**src/rtl/tlag_pkg.sv**
```systemverilog
// Shared types and constants of the tiled layout address generator.
`default_nettype none

package tlag_pkg;

  // Geometry of the tiled layout (bytes and rows)
  localparam int MICRO_BYTES_WIDE   = 16;
  localparam int MICRO_ROWS         = 4;
  localparam int SUBTILE_ROWS       = 16;
  localparam int SUBTILE_BYTES_WIDE = 64;
  localparam int TILE_ROWS          = 2 * SUBTILE_ROWS;
  localparam int TILE_BYTES_WIDE    = 2 * SUBTILE_BYTES_WIDE;

  // Default limit on tiles across, and the fixed limit on tiles down
  localparam int MAX_TILES_ACROSS_DEF = 256;
  localparam int TILES_HIGH_LIMIT     = 256;

  // Field widths
  localparam int ADDR_W   = 32;
  localparam int STRIDE_W = 16;
  localparam int COUNT_W  = 9;
  localparam int ROW_W    = 8;
  localparam int IDX_W    = 3;
  localparam int LROWS_W  = ROW_W + 5;    // linear row within the image
  localparam int LBYTES_W = COUNT_W + 7;  // byte offset within a linear row

  // Register indexes
  localparam logic [IDX_W-1:0] REG_ROW_STRIDE  = 3'd0;
  localparam logic [IDX_W-1:0] REG_TILES_WIDE  = 3'd1;
  localparam logic [IDX_W-1:0] REG_TILES_HIGH  = 3'd2;
  localparam logic [IDX_W-1:0] REG_SOURCE_BASE = 3'd3;
  localparam logic [IDX_W-1:0] REG_DEST_BASE   = 3'd4;

  // Register reset values
  localparam logic [STRIDE_W-1:0] ROW_STRIDE_RST = 16'd512;
  localparam logic [COUNT_W-1:0]  TILES_RST      = 9'd1;

  // Configuration registers as seen by the datapath
  typedef struct packed {
    logic [STRIDE_W-1:0] row_stride;
    logic [COUNT_W-1:0]  tiles_wide;
    logic [COUNT_W-1:0]  tiles_high;
    logic [ADDR_W-1:0]   source_base;
    logic [ADDR_W-1:0]   dest_base;
  } cfg_t;

  // Position of one output line, handed from the walker to the address stage
  typedef struct packed {
    logic [COUNT_W-1:0] col;         // reflected, clamped tile column
    logic [ROW_W-1:0]   row;         // clamped tile row
    logic [1:0]         place;       // bit 0 lower half, bit 1 right half
    logic [3:0]         micro;       // micro-tile in raster order
    logic [1:0]         line;        // line inside the micro-tile
    logic [ADDR_W-1:0]  line_count;  // output lines since image start
    logic               last;        // final line of the image
  } pos_t;

endpackage

`default_nettype wire

```
**src/rtl/tlag_walk.sv**
```systemverilog
// Serpentine tile walker: position counters and the position register.
`default_nettype none

module tlag_walk #(
  parameter int MAX_TILES_ACROSS = tlag_pkg::MAX_TILES_ACROSS_DEF
) (
  input  wire logic          clk,
  input  wire logic          rst_n,
  input  wire tlag_pkg::cfg_t cfg,
  input  wire logic          in_valid,
  input  wire logic          in_restart,
  output logic               in_stall,
  input  wire logic          take,
  output logic               pos_valid,
  output tlag_pkg::pos_t     pos
);
  import tlag_pkg::*;

  // Column counter covers the largest usable tile count
  localparam int COL_LIMIT = (MAX_TILES_ACROSS < 511) ? MAX_TILES_ACROSS : 511;
  localparam int COL_W     = (COL_LIMIT > 1) ? $clog2(COL_LIMIT) : 1;

  logic [COL_W-1:0]   tile_column_r, tile_column_nxt;
  logic [ROW_W-1:0]   tile_row_r, tile_row_nxt;
  logic [1:0]         subtile_step_r, subtile_step_nxt;
  logic [3:0]         microtile_step_r, microtile_step_nxt;
  logic [1:0]         line_r, line_nxt;
  logic [ADDR_W-1:0]  line_count_r, line_count_nxt;
  logic               pos_valid_r;
  pos_t               pos_r, pos_nxt;

  logic               accept;
  logic [COUNT_W-1:0] w_eff, h_eff, w_m1, h_m1;
  logic [COL_W-1:0]   col_st;
  logic [ROW_W-1:0]   row_st;
  logic [1:0]         sub_st, line_st;
  logic [3:0]         micro_st;
  logic [ADDR_W-1:0]  lc_st;
  logic [COUNT_W-1:0] col_x, row_x, col_c, row_c;
  logic               odd, last_col, last_row, last_in_tile, last;

  assign accept    = in_valid && !in_stall;
  assign in_stall  = pos_valid_r && !take;
  assign pos_valid = pos_valid_r;
  assign pos       = pos_r;

  // Effective tile counts: zero acts as one, oversized counts are clamped
  always_comb begin
    if (cfg.tiles_wide == '0) begin
      w_eff = COUNT_W'(1);
    end else if (32'(cfg.tiles_wide) > MAX_TILES_ACROSS) begin
      w_eff = COUNT_W'(COL_LIMIT);
    end else begin
      w_eff = cfg.tiles_wide;
    end
    if (cfg.tiles_high == '0) begin
      h_eff = COUNT_W'(1);
    end else if (32'(cfg.tiles_high) > TILES_HIGH_LIMIT) begin
      h_eff = COUNT_W'(TILES_HIGH_LIMIT);
    end else begin
      h_eff = cfg.tiles_high;
    end
    w_m1 = w_eff - COUNT_W'(1);
    h_m1 = h_eff - COUNT_W'(1);
  end

  // Counters as seen by this word: restart starts from the first line
  always_comb begin
    col_st   = in_restart ? '0 : tile_column_r;
    row_st   = in_restart ? '0 : tile_row_r;
    sub_st   = in_restart ? '0 : subtile_step_r;
    micro_st = in_restart ? '0 : microtile_step_r;
    line_st  = in_restart ? '0 : line_r;
    lc_st    = in_restart ? '0 : line_count_r;
  end

  // Clamp, reflect odd rows, pick the sub-tile and detect the end
  always_comb begin
    col_x = COUNT_W'(col_st);
    row_x = COUNT_W'(row_st);
    col_c = (col_x < w_m1) ? col_x : w_m1;
    row_c = (row_x < h_m1) ? row_x : h_m1;
    odd   = row_c[0];

    pos_nxt.col = odd ? (w_m1 - col_c) : col_c;
    pos_nxt.row = row_c[ROW_W-1:0];
    case (sub_st)
      2'd0:    pos_nxt.place = odd ? 2'd3 : 2'd0;
      2'd1:    pos_nxt.place = odd ? 2'd2 : 2'd1;
      2'd2:    pos_nxt.place = odd ? 2'd0 : 2'd3;
      default: pos_nxt.place = odd ? 2'd1 : 2'd2;
    endcase
    pos_nxt.micro      = micro_st;
    pos_nxt.line       = line_st;
    pos_nxt.line_count = lc_st;

    last_in_tile = (sub_st == 2'd3) && (micro_st == 4'd15) && (line_st == 2'd3);
    last_col     = col_x >= w_m1;
    last_row     = row_x >= h_m1;
    last         = last_in_tile && last_col && last_row;
    pos_nxt.last = last;
  end

  // Advance the walk: line, micro-tile, sub-tile, tile column, tile row
  always_comb begin
    tile_column_nxt    = col_st;
    tile_row_nxt       = row_st;
    subtile_step_nxt   = sub_st;
    microtile_step_nxt = micro_st;
    line_nxt           = line_st;
    line_count_nxt     = lc_st + ADDR_W'(1);
    if (last) begin
      tile_column_nxt    = '0;
      tile_row_nxt       = '0;
      subtile_step_nxt   = '0;
      microtile_step_nxt = '0;
      line_nxt           = '0;
      line_count_nxt     = '0;
    end else if (line_st != 2'd3) begin
      line_nxt = line_st + 2'd1;
    end else begin
      line_nxt = '0;
      if (micro_st != 4'd15) begin
        microtile_step_nxt = micro_st + 4'd1;
      end else begin
        microtile_step_nxt = '0;
        if (sub_st != 2'd3) begin
          subtile_step_nxt = sub_st + 2'd1;
        end else begin
          subtile_step_nxt = '0;
          if (!last_col) begin
            tile_column_nxt = col_st + COL_W'(1);
          end else begin
            tile_column_nxt = '0;
            tile_row_nxt    = last_row ? '0 : row_st + ROW_W'(1);
          end
        end
      end
    end
  end

  // Counter and position registers
  always_ff @(posedge clk) begin
    if (!rst_n) begin
      tile_column_r    <= '0;
      tile_row_r       <= '0;
      subtile_step_r   <= '0;
      microtile_step_r <= '0;
      line_r           <= '0;
      line_count_r     <= '0;
      pos_valid_r      <= 1'b0;
    end else begin
      if (accept) begin
        tile_column_r    <= tile_column_nxt;
        tile_row_r       <= tile_row_nxt;
        subtile_step_r   <= subtile_step_nxt;
        microtile_step_r <= microtile_step_nxt;
        line_r           <= line_nxt;
        line_count_r     <= line_count_nxt;
      end
      if (!pos_valid_r || take) begin
        pos_valid_r <= in_valid;
      end
    end
  end

  always_ff @(posedge clk) begin
    if (accept) begin
      pos_r <= pos_nxt;
    end
  end

  // Checks on the walk
  a_last_clears: assert property (@(posedge clk) disable iff (!rst_n)
    (accept && last) |=> (line_count_r == '0 && tile_column_r == '0 && tile_row_r == '0))
    else $error("counters not cleared after last line");

  a_count_steps: assert property (@(posedge clk) disable iff (!rst_n)
    (accept && !in_restart && !last) |=> (line_count_r == $past(line_count_r) + ADDR_W'(1)))
    else $error("line count did not advance by one");

  a_last_at_tile_end: assert property (@(posedge clk) disable iff (!rst_n)
    (pos_valid_r && pos_r.last) |-> (pos_r.line == 2'd3 && pos_r.micro == 4'd15))
    else $error("last line flagged inside a micro-tile");

  a_col_in_range: assert property (@(posedge clk) disable iff (!rst_n)
    32'(tile_column_r) < COL_LIMIT)
    else $error("tile column beyond limit");

endmodule

`default_nettype wire

```
**src/rtl/tlag_addr.sv**
```systemverilog
// Address stage: source and destination addresses and the result register.
`default_nettype none

module tlag_addr (
  input  wire logic                    clk,
  input  wire logic                    rst_n,
  input  wire tlag_pkg::cfg_t          cfg,
  input  wire logic                    pos_valid,
  input  wire tlag_pkg::pos_t          pos,
  output logic                         take,
  output logic                         out_valid,
  input  wire logic                    out_stall,
  output logic [tlag_pkg::ADDR_W-1:0]  out_source_address,
  output logic [tlag_pkg::ADDR_W-1:0]  out_dest_address,
  output logic                         out_last_line
);
  import tlag_pkg::*;

  logic [LROWS_W-1:0]          rows;
  logic [LBYTES_W-1:0]         bytes;
  logic [LROWS_W+STRIDE_W-1:0] row_offset;
  logic [ADDR_W-1:0]           src_nxt, dst_nxt;
  logic [ADDR_W-1:0]           src_r, dst_r;
  logic                        last_r, valid_r;

  assign take = !valid_r || !out_stall;

  // Linear row and byte offset: the low fields pack tile geometry directly
  // (32 rows and 128 bytes a tile, 16/4 rows and 64/16 bytes below that)
  always_comb begin
    rows       = {pos.row, pos.place[0], pos.micro[3:2], pos.line};
    bytes      = {pos.col, pos.place[1], pos.micro[1:0], 4'd0};
    row_offset = rows * cfg.row_stride;
    src_nxt    = cfg.source_base + ADDR_W'(row_offset) + ADDR_W'(bytes);
    dst_nxt    = cfg.dest_base + {pos.line_count[ADDR_W-5:0], 4'd0};
  end

  // Result register
  always_ff @(posedge clk) begin
    if (!rst_n) begin
      valid_r <= 1'b0;
    end else if (take) begin
      valid_r <= pos_valid;
    end
  end

  always_ff @(posedge clk) begin
    if (take && pos_valid) begin
      src_r  <= src_nxt;
      dst_r  <= dst_nxt;
      last_r <= pos.last;
    end
  end

  assign out_valid          = valid_r;
  assign out_source_address = src_r;
  assign out_dest_address   = dst_r;
  assign out_last_line      = last_r;

endmodule

`default_nettype wire

```
**src/rtl/tiled_layout_address_generator.sv**
```systemverilog
// Top level of the tiled layout address generator.
//
//   channel  direction  handshake             word
//   in       input      in_valid / in_stall   in_restart
//   out      output     out_valid / out_stall out_source_address, out_dest_address,
//                                             out_last_line
//   cfg      input      cfg_we                cfg_index, cfg_data
//
// One word per cycle sustained while out_stall stays low; a request passes the
// walker position register, then the address register holding the one
// stride multiply and the base add.
// Reset (rst_n low, synchronous) returns the walk to the first line and loads
// the register defaults. out_stall holds the result register; in_stall rises
// in the same cycle only once both the position and result registers are full.
`default_nettype none

module tiled_layout_address_generator #(
  parameter int MAX_TILES_ACROSS = tlag_pkg::MAX_TILES_ACROSS_DEF
) (
  input  wire logic                    clk,
  input  wire logic                    rst_n,
  input  wire logic                    cfg_we,
  input  wire logic [tlag_pkg::IDX_W-1:0]  cfg_index,
  input  wire logic [tlag_pkg::ADDR_W-1:0] cfg_data,
  input  wire logic                    in_valid,
  output logic                         in_stall,
  input  wire logic                    in_restart,
  output logic                         out_valid,
  input  wire logic                    out_stall,
  output logic [tlag_pkg::ADDR_W-1:0]  out_source_address,
  output logic [tlag_pkg::ADDR_W-1:0]  out_dest_address,
  output logic                         out_last_line
);
  import tlag_pkg::*;

  cfg_t cfg_r;
  pos_t pos;
  logic pos_valid;
  logic take;

  // Configuration registers; unknown indexes are ignored
  always_ff @(posedge clk) begin
    if (!rst_n) begin
      cfg_r.row_stride  <= ROW_STRIDE_RST;
      cfg_r.tiles_wide  <= TILES_RST;
      cfg_r.tiles_high  <= TILES_RST;
      cfg_r.source_base <= '0;
      cfg_r.dest_base   <= '0;
    end else if (cfg_we) begin
      case (cfg_index)
        REG_ROW_STRIDE:  cfg_r.row_stride  <= cfg_data[STRIDE_W-1:0];
        REG_TILES_WIDE:  cfg_r.tiles_wide  <= cfg_data[COUNT_W-1:0];
        REG_TILES_HIGH:  cfg_r.tiles_high  <= cfg_data[COUNT_W-1:0];
        REG_SOURCE_BASE: cfg_r.source_base <= cfg_data;
        REG_DEST_BASE:   cfg_r.dest_base   <= cfg_data;
        default: ;
      endcase
    end
  end

  tlag_walk #(
    .MAX_TILES_ACROSS(MAX_TILES_ACROSS)
  ) u_walk (
    .clk       (clk),
    .rst_n     (rst_n),
    .cfg       (cfg_r),
    .in_valid  (in_valid),
    .in_restart(in_restart),
    .in_stall  (in_stall),
    .take      (take),
    .pos_valid (pos_valid),
    .pos       (pos)
  );

  tlag_addr u_addr (
    .clk               (clk),
    .rst_n             (rst_n),
    .cfg               (cfg_r),
    .pos_valid         (pos_valid),
    .pos               (pos),
    .take              (take),
    .out_valid         (out_valid),
    .out_stall         (out_stall),
    .out_source_address(out_source_address),
    .out_dest_address  (out_dest_address),
    .out_last_line     (out_last_line)
  );

endmodule

`default_nettype wire

```
**config.mk**
```make
export PLATFORM = sky130hd
export DESIGN_NAME = tiled_layout_address_generator
export DESIGN_NICKNAME = d
export VERILOG_FILES = /design/src/rtl/tlag_pkg.sv /design/src/rtl/tlag_walk.sv /design/src/rtl/tlag_addr.sv /design/src/rtl/tiled_layout_address_generator.sv
export SDC_FILE = /design/constraint.sdc
export NUM_CORES = 1
export LEC_CHECK = 0
export BUFFER_PORTS_ARGS = -buffer_cell sky130_fd_sc_hd__buf_2
export CAP_MARGIN = 20
export CORE_MARGIN = 1
export CORE_UTILIZATION = 55
export CTS_BUF_LIST = sky130_fd_sc_hd__clkbuf_4
export CTS_CLUSTER_DIAMETER = 150
export DETAILED_ROUTE_END_ITERATION = 10
export PLACE_DENSITY_LB_ADDON = 0.08
export SETUP_SLACK_MARGIN = 0.3
export SYNTH_ARGS = -nofsm -noshare
export SYNTH_HDL_FRONTEND = slang
export SYNTH_SLANG_ARGS = --single-unit
```
**constraint.sdc**
```tcl
create_clock -name clk -period 12.4 [get_ports clk]
set_input_delay 0.62 -clock clk [delete_from_list [all_inputs] [get_ports clk]]
set_output_delay 0.62 -clock clk [all_outputs]
set_load 0.01 [all_outputs]
```
==> run summary <==
The run finished with clean final reports. For the hold violation total from the final report, the log shows 0. The first-pass iteration count of the detailed router is 5, and the height of the die is 198 µm.

The run gives 0.0231 mm² as the post-layout instance area. Of the total power, combinational logic draws 20.7%. Traced cell by cell, the critical path runs through and2_1 > fa_1 > inv_1 > fa_1 > inv_1 > fa_1 > fa_1 > fa_1 > inv_1 > fa_1 > inv_1 > ha_1 > inv_1 > nor2_1 > o21ai_0 > nor4b_1 > nor2_1 > o211ai_1 > a21oi_1 > o21ai_0 > a21oi_1 > o211a_1. After global routing the overflow that remains totals 0. STA classifies the critical path startpoint as a register.

The weighted congestion reported at the end of routability-driven placement was 0.903. STA classifies the critical path endpoint as a register. Post-synthesis simple-gate area fraction: 19.2%. The fraction of final layout cells sized beyond drive strength 1 is 11.2%. The placed instances occupy a cell area of 0.0221 mm².

Summed over all cells, the static leakage comes to 0.0104 µW. Of all nets on the critical path, the largest fanout is 16. The required time of the critical path was 12.91 ns; the number of setup buffers added after CTS was 0.

The worst pin sits at a relative slew slack of 30.3%. The number of max-capacitance violations reported came out at 0. The clock-pin transition on the worst setup and hold timing paths is 0.06 ns, and the transition at the pin with the smallest max-transition slack is 1.05 ns.

For the number of global-route vias before repair, the log shows 16.0k. The net switching fraction of the power came out at 30.3%. Counting flops and latches in the post-synthesis netlist gives 271. Dividing the synthesized area by the synthesized cell count gives 9.25 µm². For this run, asynchronously set or reset flops after synthesis account for 0%. The synthesized-area fraction occupied by ao, oa, aoi and oai cells was 12.4%; the xor and xnor area share after synthesis was 2.73%. For this run, the register share of the synthesized area comes to 31.2%. The maximum buffer depth of the clock tree came out at 3. TritonCTS created 76 clock buffers.

Cell internal power was estimated by the tool at 1640 µW. Synthesis produced a netlist whose cell count is 2,293. Data on the critical path arrives at its endpoint at 7.73 ns.

The logs give 0 ns for the setup TNS after final layout and 2,772 for the net total in the final layout. For the TritonCTS sink count, the log shows 271. During synthesis, Yosys emitted a total of 0 warnings. The ratio of final minimum period to clock period was 58.2%. The number of fill cells in the layout is 3,375. Setup repair after global routing left no endpoint under its margin. The dominant cell type by area after synthesis was fa_1. In the global route stage, overall resource usage came out at 26.5%. After floorplanning, the core was sized to cover 0.0378 mm². The run gives 4 as the number of antenna violations at the first check in global routing.

Detailed placement ended at an HPWL of 37.9 mm. For this block, the via count after detailed routing is 16.0k. For this design the top-level I/O count stands at 108. The synthesis-to-layout area growth is 8.88%.

The logs give 5.18 ns for the reg2reg setup slack and 80 for the number of different library cells in the post-synthesis netlist. The run gives 0.77 ns as the insertion delay of the later-clocked pin in the worst-skew pair. The net count after synthesis was 2,678. Setup violations remaining at the end of the flow were counted as 0. The worst register-to-register path begins at u_walk.pos[45]. The floorplan has 71 rows. TritonCTS built the clock tree.

For this block, the routed nets add up to 50.0 mm of wire. In this run the most critical hold path is launched from in_valid. The die is 198 µm wide. The run gives 0.0393 mm² as the area enclosed by the die boundary. The synthesized-area fraction occupied by adder cells is 27.3%.

In the final routed layout, each cell accounts on average for 16.9 µm. The number of resized instances in the post-cts repair step came out at 0. The footprint of the multi-input gates was 0.0132 mm². In this run, synthesis inferred 119 flip-flops with an integrated enable. Dominant register cell in the synthesized netlist: dfxtp_1.

Input and output buffers added on the ports amount to 107. The cell area that synthesis handed to floorplanning was 0.0212 mm². In this run the power density over the cells is 102 mW/mm².

The multiplexer area fraction after synthesis was 0.496%; the average vias per placed instance was 5.40. Counting stages on the worst path, the most repeated cell is fa_1. For the number of DRC markers after the initial detailed-route iteration, the log shows 838. The fraction of post-synthesis cell area in the top cell type by area came out at 18.3%.

The pin count of the biggest net entering global routing is 113, and the total number of H-tree levels is 3. Across the whole layout, storage elements account for 0.00662 mm². By area, the combinational part of the netlist is dominated by adder cells. The detail route stage leaves a number of antenna-violating nets equal to 0. In this run the clock root is driven by a clkbuf_4. The initial core utilization was 56.0%; the count of hold-fix buffers inserted at cts was 0. IR analysis of the VDD net gives a maximum drop of 0.0000747 V. The switching component of the power is 713 µW, and the cell depth of the worst flop-to-flop path is 22.

For this run, the top clock speed supported by timing is 0.139 GHz. The critical setup path kind is reg -> reg. For the share of total power in the clock network, the log shows 36.2%. Path class of the lowest-slack min-delay path: in -> reg.

For the first-pass GRT wire length, the log shows 81.1 mm. The worst hold path endpoint is u_walk.pos_valid. Maximum single-stage delay on the critical path: 0.64 ns.

By area the synthesized netlist is led by fa_1 (18%), edfxtp_1 (17%), dfxtp_1 (14%), ha_1 (8.9%), nand2_1 (7.1%). The cell type of the slowest stage on the worst timing path is edfxtp_1. For the remaining design rule violation count, the log shows 0. The number of max-slew violations in the final report was 0; the worst hold path depth was 2.

The fraction of power consumed by sequential logic came out at 43.0%. The shortest period the worst path allows works out to 7.22 ns. The worst reg2reg path endpoint was u_addr.out_source_address[31].

Largest clock skew in the final design: 0.0462 ns.
## layer usage
layer  part of all wire, %  up-vias  track usage [%]
met5                     0        -                0
met4                   2.8        0             9.30
met3                   5.0       89             5.25
met2                    47      353             44.3
met1                    45     7756             34.1
li1                      -     7799                -
## cell usage in the layout (no fill, tap or decap), types with 5 or more instances in the layout
| cell type | synthesis | layout |
|---|---|---|
| nor4_1 | 10 | 10 |
| clkinv_1 | 0 | 10 |
| or4_1 | 5 | 5 |
| o21bai_1 | 6 | 6 |
| nand4_1 | 14 | 14 |
| xnor2_1 | 46 | 46 |
| buf_2 | 8 | 106 |
| xor2_1 | 20 | 20 |
| ha_1 | 150 | 150 |
| or2_2 | 5 | 5 |
| nand2_1 | 401 | 401 |
| clkbuf_4 | 0 | 121 |
| or3_1 | 14 | 14 |
| nor2_1 | 69 | 69 |
| a21boi_0 | 113 | 112 |
| buf_4 | 0 | 12 |
| nor3_1 | 29 | 29 |
| nand3b_1 | 10 | 10 |
| a21oi_1 | 84 | 84 |
| diode_2 | 0 | 5 |
| nand3_1 | 34 | 34 |
| a21o_1 | 28 | 28 |
| o21a_1 | 6 | 6 |
| nor2b_1 | 87 | 87 |
| and3_1 | 12 | 12 |
| inv_1 | 266 | 265 |
| mux2i_1 | 6 | 6 |
| dfxtp_1 | 152 | 152 |
| o21ai_0 | 73 | 73 |
| and2_1 | 112 | 112 |
| o31ai_1 | 5 | 5 |
| o211ai_1 | 7 | 7 |
| edfxtp_1 | 119 | 119 |
| nand2b_1 | 13 | 13 |
| fa_1 | 194 | 194 |
| a22oi_1 | 13 | 13 |
| a31oi_1 | 6 | 6 |
## cells in the mapped netlist, drive strengths merged, types with 6 or more instances
master	instances
a31oi	6
nand4	14
o21a	6
nand2	401
buf	15
nor2b	87
nor2	69
and3	12
nand2b	13
clkbuf	87
nand3b	10
nor4	10
xnor2	46
or4	7
a21oi	85
o21ai	75
xor2	20
nor3	31
a21boi	117
ha	150
a22oi	13
dfxtp	152
fa	194
or3	14
a21o	28
o211ai	7
mux2i	6
and2	113
edfxtp	119
nand3	35
o21bai	6
inv	266
## state kept, by name (all words and copies together), names as in the netlist
signal	cells
cfg_r	98
u_walk.pos	54
u_addr.out_dest_address	32
u_addr.out_source_address	32
u_walk.line_count_r	28
u_walk.tile_column_r	8
u_walk.tile_row_r	8
u_walk.microtile_step_r	4
u_walk.line_r	2
u_walk.subtile_step_r	2
u_addr.out_last_line	1
u_addr.out_valid	1
u_walk.pos_valid	1
## cell families after synthesis
| family | count (synthesis) |
|---|---|
| flip-flops | 271 |
| AO/OA/AOI/OAI | 393 |
| multiplexers | 10 |
| XOR/XNOR | 66 |
| AND/OR/NAND/NOR | 838 |
| buffers and inverters | 368 |
| adder cells (fa/ha/maj) | 347 |
## worst max path at each step
| stage | startpoint | to | slack [ns] | cells after the start |
|---|---|---|---|---|
| final | u_walk.pos[45] | u_addr.out_source_address[31] | 5.18 | 22 |
| after global routing | u_walk.pos[43] | u_addr.out_source_address[31] | 4.91 | 22 |
| after CTS | u_walk.pos[43] | u_addr.out_source_address[31] | 5.29 | 22 |
| after detailed placement | u_walk.pos[44] | u_addr.out_source_address[31] | 5.31 | 22 |
| after global placement | u_walk.pos[44] | u_addr.out_source_address[31] | 5.43 | 22 |
| after floorplan | u_walk.pos[38] | u_addr.out_source_address[24] | 6.08 | 24 |
## layout make-up
class / count / area share (%)
well taps: 511 / 2.77
clock inverters: 17 / 0.428
diodes: 5 / 0.0542
repair buffers: 118 / 2.69
flip-flops and latches: 271 / 28.7
multi-input cells: 1654 / 57.1
inverters: 266 / 4.33
clock buffers: 121 / 3.93
## power by group through the flow
| stage | clock (µW) | combinational [µW] | sequential [µW] |
|---|---|---|---|
| 2_1_floorplan | 0 | 364 | 1020 |
| 3_3_place_gp | 0 | 474 | 1030 |
| 3_5_place_dp | 0 | 486 | 1030 |
| 4_1_cts | 882 | 488 | 1010 |
| 5_1_grt | 932 | 551 | 1020 |
| 6_report | 852 | 488 | 1010 |
## metrics by stage
step                      worst slack [ns]  total power (µW)  std cells  util (%)  hold WS, ns
after detailed placement              5.31              1520       2820      58.3        0.412
final                                 5.18              2350       2963      61.0       0.0949
after global routing                  4.91              2500       2963      61.0       0.0600
after floorplan                       6.08              1390       2293         -        0.400
after global placement                5.43              1500       2820      58.3        0.413
after CTS                             5.29              2380       2958      61.0       0.0351
## critical path, delay by kind of cell, from the launching register on
family / cells / cell delay [ns]
AO/OA/AOI/OAI: 6 / 1.34
adder cells (fa/ha/maj): 7 / 3.40
flip-flops: 1 / 0.64
AND/OR/NAND/NOR: 4 / 1.27
buffers and inverters: 5 / 0.28
Power figures use the tool's default switching activity.
